<file path="src/hdl/odi_pkg.sv">
// ----------------------------------------------------------------------------
// odi_pkg
// shared types, codes and constants of the mecanum odometry integrator
// ----------------------------------------------------------------------------
package odi_pkg;

  localparam int CORDIC_STEPS_DEF = 16;
  localparam int FRAC_BITS_DEF    = 16;

  // bits walked by the restoring divider, one per cycle
  localparam int ITER_COUNT = 70;
  localparam int STEP_W     = 7;

  localparam logic [29:0] KINV_Q30    = 30'd652032874;
  localparam logic [29:0] BAM_PER_RAD = 30'd683565276;

  localparam logic [31:0] MPP_RST  = 32'd0;
  localparam logic [31:0] ITS_RST  = 32'd16777216;
  localparam logic [15:0] JUMP_RST = 16'd500;

  typedef enum logic [2:0] {
    ST_FIRST   = 3'd0,
    ST_UPDATED = 3'd1,
    ST_JUMP    = 3'd2,
    ST_ZERO    = 3'd3,
    ST_CLEARED = 3'd4
  } odo_status_t;

  typedef enum logic [1:0] {
    REG_MPP  = 2'd0,
    REG_ITS  = 2'd1,
    REG_JUMP = 2'd2
  } cfg_reg_t;

  typedef enum logic [3:0] {
    S_IDLE, S_DECIDE, S_MUL1, S_MUL2, S_MUL3, S_PREP, S_TURN, S_ITER, S_COMMIT
  } ctrl_state_t;

  typedef enum logic [3:0] {
    OP_NONE, OP_LOAD, OP_DECIDE, OP_MUL1, OP_MUL2, OP_MUL3, OP_PREP, OP_TURN,
    OP_ITER, OP_COMMIT
  } dp_op_t;

  typedef struct packed {
    dp_op_t            op;
    logic [STEP_W-1:0] step;
  } dp_cmd_t;

  typedef struct packed {
    logic do_update;
    logic out_free;
  } dp_stat_t;

  // arctangent of 2^-i as binary angle
  function automatic logic [31:0] atan_bam(input logic [4:0] idx);
    logic [31:0] v;
    case (idx)
      5'd0:  v = 32'd536870912;
      5'd1:  v = 32'd316933406;
      5'd2:  v = 32'd167458907;
      5'd3:  v = 32'd85004756;
      5'd4:  v = 32'd42667331;
      5'd5:  v = 32'd21354465;
      5'd6:  v = 32'd10679838;
      5'd7:  v = 32'd5340245;
      5'd8:  v = 32'd2670163;
      5'd9:  v = 32'd1335087;
      5'd10: v = 32'd667544;
      5'd11: v = 32'd333772;
      5'd12: v = 32'd166886;
      5'd13: v = 32'd83443;
      5'd14: v = 32'd41722;
      5'd15: v = 32'd20861;
      5'd16: v = 32'd10430;
      5'd17: v = 32'd5215;
      5'd18: v = 32'd2608;
      5'd19: v = 32'd1304;
      5'd20: v = 32'd652;
      5'd21: v = 32'd326;
      5'd22: v = 32'd163;
      5'd23: v = 32'd81;
      5'd24: v = 32'd41;
      5'd25: v = 32'd20;
      5'd26: v = 32'd10;
      5'd27: v = 32'd5;
      5'd28: v = 32'd3;
      5'd29: v = 32'd1;
      default: v = 32'd0;
    endcase
    return v;
  endfunction

endpackage

</file>
<file path="src/hdl/odi_ctrl.sv">
// ----------------------------------------------------------------------------
// odi_ctrl
// sequencer: walks one request through decide, multiply, iterate and commit
// ----------------------------------------------------------------------------
module odi_ctrl
  import odi_pkg::*;
(
  input  logic     clk,
  input  logic     rst_n,
  input  logic     in_tvalid,
  output logic     in_tready,
  input  dp_stat_t stat,
  output dp_cmd_t  cmd
);

  ctrl_state_t       state_r, state_nxt;
  logic [STEP_W-1:0] iter_r, iter_nxt;

  always_ff @(posedge clk) begin
    if (!rst_n) begin
      state_r <= S_IDLE;
      iter_r  <= '0;
    end else begin
      state_r <= state_nxt;
      iter_r  <= iter_nxt;
    end
  end

  always_comb begin
    state_nxt = state_r;
    iter_nxt  = iter_r;
    in_tready = 1'b0;
    cmd.op    = OP_NONE;
    cmd.step  = iter_r;
    unique case (state_r)
      S_IDLE: begin
        in_tready = 1'b1;
        if (in_tvalid) begin
          cmd.op    = OP_LOAD;
          state_nxt = S_DECIDE;
        end
      end
      S_DECIDE: begin
        cmd.op    = OP_DECIDE;
        state_nxt = S_MUL1;
      end
      S_MUL1: begin
        if (stat.do_update) begin
          cmd.op    = OP_MUL1;
          state_nxt = S_MUL2;
        end else begin
          state_nxt = S_COMMIT;
        end
      end
      S_MUL2: begin
        cmd.op    = OP_MUL2;
        state_nxt = S_MUL3;
      end
      S_MUL3: begin
        cmd.op    = OP_MUL3;
        state_nxt = S_PREP;
      end
      S_PREP: begin
        cmd.op    = OP_PREP;
        state_nxt = S_TURN;
      end
      S_TURN: begin
        cmd.op    = OP_TURN;
        iter_nxt  = '0;
        state_nxt = S_ITER;
      end
      S_ITER: begin
        cmd.op = OP_ITER;
        if (iter_r == STEP_W'(ITER_COUNT - 1)) begin
          state_nxt = S_COMMIT;
        end else begin
          iter_nxt = iter_r + 1'b1;
        end
      end
      S_COMMIT: begin
        if (stat.out_free) begin
          cmd.op    = OP_COMMIT;
          state_nxt = S_IDLE;
        end
      end
      default: state_nxt = S_IDLE;
    endcase
  end

endmodule

</file>
<file path="config.mk">
export PLATFORM = sky130hd
export DESIGN_NAME = odi_ctrl
export DESIGN_NICKNAME = d
export VERILOG_FILES = /design/src/hdl/odi_pkg.sv /design/src/hdl/odi_ctrl.sv
export SDC_FILE = /design/constraint.sdc
export NUM_CORES = 1
export LEC_CHECK = 0
export BUFFER_PORTS_ARGS = -buffer_cell sky130_fd_sc_hd__buf_2
export CAP_MARGIN = 5
export CORE_MARGIN = 2
export CORE_UTILIZATION = 50
export CTS_CLUSTER_DIAMETER = 150
export DETAILED_ROUTE_END_ITERATION = 10
export GPL_ROUTABILITY_DRIVEN = 0
export PLACE_DENSITY_LB_ADDON = 0.2
export SYNTH_ARGS = -nofsm -noshare
export SYNTH_HDL_FRONTEND = slang
export SYNTH_SLANG_ARGS = --single-unit
</file>
<file path="constraint.sdc">
create_clock -name clk -period 1.7 [get_ports clk]
set_input_delay 0.17 -clock clk [delete_from_list [all_inputs] [get_ports clk]]
set_output_delay 0.17 -clock clk [all_outputs]
set_load 0.01 [all_outputs]
</file>
# --- Word-level counts from Yosys, hierarchy flattened ---
# Cells that the tools add are included.
# W data, S select, Z words.
word_totals:
  reg_bits: 11
  input_bits: 5
  output_inout_bits: 12
  wordCells: 32
classes:
  addsub: 1
  n_eq_ne: 13
  muxes: 12
  reduce_logical: 4
op_table:
  columns: ["cell", "n"]
  rows:
  - ["$pmux W4 S9", 2]
  - ["$mux W4", 5]
  - ["$eq A4 B3 Y1 const B", 4]
  - ["$pmux W7 S2", 1]
  - ["$eq A4 B2 Y1 const B", 2]
  - ["$ne A2 B2 Y1 const B", 4]
  - ["$add A7 B1 Y7 const B", 1]
  - ["$eq A7 B7 Y1 const B", 1]
  - ["$mux W7", 1]
  - ["$eq A4 B1 Y1 const B", 1]
  - ["$eq A4 B4 Y1 const B", 1]
  - ["$logic_not A4 Y1", 1]
  - ["$reduce_and A3 Y1", 1]
  - ["$mux W1", 2]
  - ["$mux W2", 1]
  - ["$reduce_and A2 Y1", 1]
  - ["$reduce_bool A2 Y1", 1]

# --- Depth between registers and ports, before layout ---
# Gate-level depths: netlist (run 1).
logic_depth:
  ltp_word: 3
  depth_mapped: 6
  depth_no_buf: 6

# --- Worst setup path before layout (run 1) ---
# Ideal clock, no wire load.
synth_timing:
  path_kind: "register -> register"
  startpoint: "reg iter_r[0]"
  endpoint: "reg iter_r[6]"
  setup_time_ns: 0.115
  arrival_time_ns: 1.182
  required_time_ns: 1.585
  slack_ns: 0.403
  stages_incl_launch_ff: 6
  path_buffers: 0
  period_less_slack_ns: 1.297
  cell_sequence: "dfxtp_1 > ha_1 > nand3_1 > o21ai_0 > a21boi_0 > o21a_1"
synth_between:
  elab_chain_cells: 3
  word_cells_on_any_way: 6
  cone_classes: "add/sub (1); eq/ne (2); mux (2); reduce/logical (1)"
synth_lines:
  columns: ["element", "line_no", "rtl"]
  rows:
  - ["start: declaration", "odi_ctrl.sv:17", "logic [STEP_W-1:0] iter_r, iter_nxt;"]
  - ["start signal: assignment", "odi_ctrl.sv:25", "iter_r <= iter_nxt;"]
  - ["$add A7 B1 Y7 / $eq A7 B7 Y1 (equally long branches)", "odi_ctrl.sv:77, odi_ctrl.sv:74", null]
  - ["$mux W7 / $ne A2 B2 Y1 (equally long branches)", null, null]
  - ["$pmux W7 S2 / $reduce_and A2 Y1 (equally long branches)", null, null]
# Parallel ways exist; a longest one is shown, timed or not. The select of a mux whose other input is x is not followed.
# A chain may end at the register's enable or synchronous reset.

==> results.yml, run 1 <==
global_routing:
  antenna_found_initial: 0
  grt_first_pass_wirelength_mm: 2.27
  globalRoute.totalOverflow: 0
  grt_usage_pct: 17.3
  grt_max_degree: 17
  first_global_vias: 554
clock_tree:
  clk_pin_slew_ps: 70
  tritoncts.num_buffers: 3
  clock_path_buffers: 2
  clkLatencyLatePin_ps: 280
  cts.sinks: 11
  postCtsSetupBuffers: 0
  htreeDepth: 1
  cts-root-buf: "clkbuf_4"
  cts_tree: "yes"
synthesis:
  synth.avg_cell_area_um2: 8.53
  synth.net_count: 89
  syn_area_um2: 699
  yosys_warnings: 0
  synth_edf_count: 0
  syn_inst: 82
  ys_ff_latch: 11
  synth.top_cells.by_area: "dfxtp_1 (31%), o21a_1 (7.5%), a21oi_1 (4.3%)"
  ys_async_sr_fraction_pct: 0
  ys_seq_area_share_pct: 31.5
  synth.distinct_cells: 31
  synthFlopType: "dfxtp_1"
  synth_top_cell_by_area: "dfxtp_1"
  synth_top_area_share_pct: 31.5
die:
  die-area_mm2: 0.00171
  die_w_um: 41.4
  die_y_um: 41.4
  initial_core_util_pct: 53.8
  fp-row-count: 13
  ios: 17
  coreArea_mm2: 0.00130
sta:
  fin_setup_tns_ps: 0
  layout_min_cycle_time_ps: 1580
  rsz0062_at_grt: "false"
  worstMarginPinSlew_ps: 307
  finalCritPeriodShare_pct: 93.1
  finalMaxSlewViolations: 0
  slew_headroom_pct: 79.4
  max_freq_ghz: 0.632
  fin_skew_ps: 7.05
  setup_viol: 0
  hold_violations: 0
final_layout:
  diodes: 0
  syn2layout_area_growth_pct: 14.5
  mostFrequentLayoutCells: "buf_2 (16), dfxtp_1 (9), nand2_1 (7), o21a_1 (7)"
  drive_above_1_share_pct: 27.6
  final_common_cell: "buf_2"
  nets: 106
routing:
  drt-pass1-iter-count: 4
  wl_mm: 1.35
  avgViaCountPerCell: 5.59
  ant_nets: 0
  first_iter_violations: 17
  detailroute.via_count: 632
  wl_per_cell_um: 11.9
  drc_errors: 0
worst_setup_path:
  critPathMaxStageDelay_ps: 440
  crit_path_start: "state_r[2]"
  cp-start-kind: "flip-flop"
  critPathCaptureType: "output pin"
  crit_family: "simple AND/OR/NAND/NOR gates"
  criticalPathCategory: "flip-flop to output pin"
  cp_max_fo: 9
  arrival_ps: 1410
  worst-path-buf-inv: 1
  crit_path_cell_trace: "and3b_2 > nand2_4 > o31ai_1 > buf_2"
  reg2reg_from: "iter_r[2]"
  slowest_stage: "dfxtp_1"
  crit_required_ps: 1530
status:
  status: "finished clean"
pwr:
  leakagePower_nw: 0.318
  finalPower_mw: 0.526
  irDropWorstVdd_v: 0.000513
  p_per_area_mw_per_mm2: 657
run:
  max_cap_viol_count: 0
place:
  hpwl_mm: 1.03
  port_buffers: 16
hold_path:
  hold_class: "primary input to flip-flop"
  min-delay-start: "rst_n"
[stage by stage]
stage          cells  worst slack (ps)  utilization, %  cell area [um2]  hold WS, ps
6_report         113               117            61.5              801          208
5_1_grt          113              27.7            61.5              801          219
4_1_cts          113              5.47            61.3              798          206
3_5_place_dp     109               253            59.2              771          502
3_3_place_gp     109               261            59.2              771          501
2_1_floorplan     82               403               -              699          475
[state kept, by name, summed over array words and instances, names as in the netlist]
name / flops
iter_r: 7
state_r: 4
[cells in the mapped netlist (2+ instances only)]
cell type and count:
nand3_1 5, a211oi_1 2, a21boi_0 4, inv_1 3, nand2b_1 3, o21ai_0 2, o31ai_1 2, o41ai_1 2
dfxtp_1 11, a21oi_1 6, buf_6 2, ha_1 2, o21a_1 7, nor4_1 3, nor2_1 6, nand2_1 7
[area by class of cell]
| cell class | instances | area, um2 |
|---|---|---|
| inverters | 3 | 11.3 |
| fillers | 124 | 500 |
| well taps | 15 | 18.8 |
| multi-input cells | 63 | 434 |
| clock buffers | 4 | 26.3 |
| repair buffers | 17 | 87.6 |
| flip-flops and latches | 11 | 223 |
[metal layers]
layer	global-route usage, %	up-vias	routed length (um)
li1	-	330	-
met1	21.6	278	644
met2	26.3	21	583
met3	2.61	3	90
met4	13.5	0	29
met5	0	-	0
[worst reg2reg max path: stages, from the launching register on]
cell and delay (ps):
dfxtp_1 450, nand4bb_4 150, nor3b_4 330, o21ai_1 120, a211oi_1 240
[power by group]
| group | leakage (nW) | switching (mW) | internal [mW] |
|---|---|---|---|
| logic | 0.213 | 0.0368 | 0.0321 |
| clock network | 0.0150 | 0.0890 | 0.0911 |
| registers | 0.0898 | 0.0132 | 0.264 |
| total | 0.318 | 0.139 | 0.387 |
[cell families (layout without fill, tap and decap cells)]
logic type,after synthesis,after routing,synth area share [%]
xor gates and xnor gates,1,1,1.25
DFF,11,11,31.5
AOI/OAI and AO/OA,27,27,26.1
and+or+nand+nor,33,33,30.9
buffers and inverters,8,24,6.62
adders and majority gates,2,2,3.58
[path summary, 6_finish.rpt]
path	endpoint	slack, ps	cells past startpoint
max	cmd[10]	120	4
min	iter_r[3]	210	2
max reg2reg	iter_r[2]	320	4
min reg2reg	iter_r[1]	520	2
[what timing repair did]
| action | 4_1_cts | 5_1_grt |
|---|---|---|
| gates cloned | 0 | 0 |
| gates resized for setup | 1 | 2 |
| hold buffers | 0 | 0 |
| setup endpoints to repair | 1 | 3 |
No activity file was read; power rests on OpenSTA's default activity.
==> run 2, diff against run 1 <==
==> config.mk (replaced) <==
export PLATFORM = sky130hd
export DESIGN_NAME = odi_ctrl
export DESIGN_NICKNAME = d
export VERILOG_FILES = /design/src/hdl/odi_pkg.sv /design/src/hdl/odi_ctrl.sv
export SDC_FILE = /design/constraint.sdc
export NUM_CORES = 1
export LEC_CHECK = 0
export CAP_MARGIN = 25
export CORE_MARGIN = 2
export CORE_UTILIZATION = 52
export CTS_CLUSTER_DIAMETER = 150
export DETAILED_ROUTE_END_ITERATION = 10
export DONT_BUFFER_PORTS = 1
export GPL_ROUTABILITY_DRIVEN = 0
export PLACE_DENSITY_LB_ADDON = 0.2
export RECOVER_POWER = 100
export SYNTH_ARGS = -nofsm -noshare
export SYNTH_HDL_FRONTEND = slang
export SYNTH_SLANG_ARGS = --single-unit
==> run 2 against run 1 <==
  * Sequential cell count unchanged
  * Highest routed layer unchanged
  * Critical path depth decreased by 1
  * Maximum frequency increased by 2.6%
  * Final area decreased by 11%
  * Non-clock buffer count decreased by 13
  * Critical endpoint unchanged
  * Global-route usage increased by 2.0 points
==> results.yml, run 2 (same netlist as run 1, synthesis figures left out) <==
final_layout:
  syn2layout_area_growth_pct: 1.97
  mostFrequentLayoutCells: "dfxtp_1 (10), nand2_1 (7), o21a_1 (7)"
  nFillCells: 130
  drive_above_1_share_pct: 8.24
  reg_top3: "iter_r x7, state_r x4"
  largest_reg_flops: 7
  nets: 93
  diodes: 0
  final_common_cell: "dfxtp_1"
  max_flop_register: "iter_r"
  instances_no_fill: 100
die:
  coreArea_mm2: 0.00128
  fp-row-count: 13
  initial_core_util_pct: 54.4
  die-area_mm2: 0.00165
  die_y_um: 40.7
  ios: 17
  die_w_um: 40.7
pwr:
  combinationalPowerShare_pct: 8.4
  leakagePower_nw: 0.239
  p_int_mw: 0.373
  p_per_area_mw_per_mm2: 705
  irDropWorstVdd_v: 0.000298
  pwr-share-clk_pct: 35.8
  power_switching_mw: 0.130
  swShare_pct: 25.8
  p_seq_share_pct: 55.8
  finalPower_mw: 0.503
clock_tree:
  tritoncts.num_buffers: 3
  cts_hold_buf: 0
  htreeDepth: 1
  cts_tree: "yes"
  clkLatencyLatePin_ps: 260
  cts.sinks: 11
  cts-root-buf: "clkbuf_4"
  clk_pin_slew_ps: 70
  clock_path_buffers: 2
status:
  status: "finished clean"
place:
  hpwl_mm: 1.04
  numPlacedInstances: 96
  port_buffers: 0
sta:
  max_freq_ghz: 0.648
  finalCritPeriodShare_pct: 90.7
  slew_headroom_pct: 66.0
  layout_min_cycle_time_ps: 1540
  worstMarginPinSlew_ps: 506
  holdWs_ps: 17.8
  finalMaxSlewViolations: 0
  fin_skew_ps: 0.582
  setup_viol: 0
  fin_setup_tns_ps: 0
  rsz0062_at_grt: "false"
  hold_violations: 0
routing:
  first_iter_violations: 11
  detailroute.via_count: 610
  drc_errors: 0
  wl_mm: 1.38
  avgViaCountPerCell: 6.10
  ant_nets: 0
  drt-pass1-iter-count: 3
  wl_per_cell_um: 13.8
global_routing:
  grt_max_degree: 17
  first_global_vias: 536
  grt_first_pass_wirelength_mm: 2.17
  globalRoute.totalOverflow: 0
  antenna_found_initial: 0
  grt_usage_pct: 19.3
worst_setup_path:
  critPathCaptureType: "output pin"
  criticalPathCategory: "flip-flop to output pin"
  crit_required_ps: 1530
  arrival_ps: 1370
  crit_path_start: "state_r[1]"
  ff2ff_setup_slack_ps: 180
  cp_max_fo: 11
  cp-endpoint: "cmd[10]"
  reg2regPathDepth: 4
  cp-start-kind: "flip-flop"
  reg2reg_from: "iter_r[0]"
  rr_endpoint: "iter_r[2]"
hold_path:
  hold_class: "primary input to flip-flop"
run:
  max_cap_viol_count: 0
-- run 2: power by group through the flow --
stage                     clock [mW]  sequential (mW)  combinational (mW)
after global routing           0.196            0.283              0.0498
after CTS                      0.184            0.280              0.0434
after detailed placement           0            0.286              0.0432
final                          0.180            0.281              0.0423
after floorplan                    0            0.274              0.0528
after global placement             0            0.286              0.0425
-- run 2: worst max-delay path, stage by stage, from the launching register on --
cell	delay, ps
dfxtp_1	500
and3b_1	350
nand2_4	120
o31ai_1	140
-- run 2: per-stage QoR --
stage               utilization [%]  setup slack (ps)  area, um2
floorplan                         -               403        699
global placement               55.5               264        713
detailed placement             55.5               200        713
CTS                            57.5              75.8        739
global route                   55.5              27.9        713
finish                         55.5               158        713
-- run 2: layout make-up --
class / count / area [um2] / area share [%]
clock buffer: 4 / 26.3 / 3.68
inverter: 3 / 11.3 / 1.58
multi-input combinational: 63 / 420 / 58.9
sequential: 11 / 221 / 31.1
tap: 15 / 18.8 / 2.63
timing repair buffer: 4 / 15.0 / 2.11
-- run 2: per-layer routing --
metal	part of all wire (%)	global-route usage, %
met5	0	0
met4	1.2	7.50
met3	5.7	3.80
met1	46	22.7
met2	47	34.1
-- run 2: what timing repair did --
action | CTS | global route
buffers inserted | 0 | 0
resized for setup | 0 | 1
endpoints found under the setup margin | 0 | 1
endpoints found under the hold margin | 0 | 0
-- run 2: worst min path at each step --
stage | start | endpoint | slack (ps) | cells past startpoint
2_1_floorplan | stat[0] | state_r[3] | 480 | 4
3_3_place_gp | rst_n | state_r[2] | 290 | 1
3_5_place_dp | rst_n | state_r[1] | 290 | 1
4_1_cts | rst_n | state_r[1] | 20 | 1
5_1_grt | rst_n | iter_r[6] | 20 | 1
6_report | rst_n | state_r[1] | 20 | 1
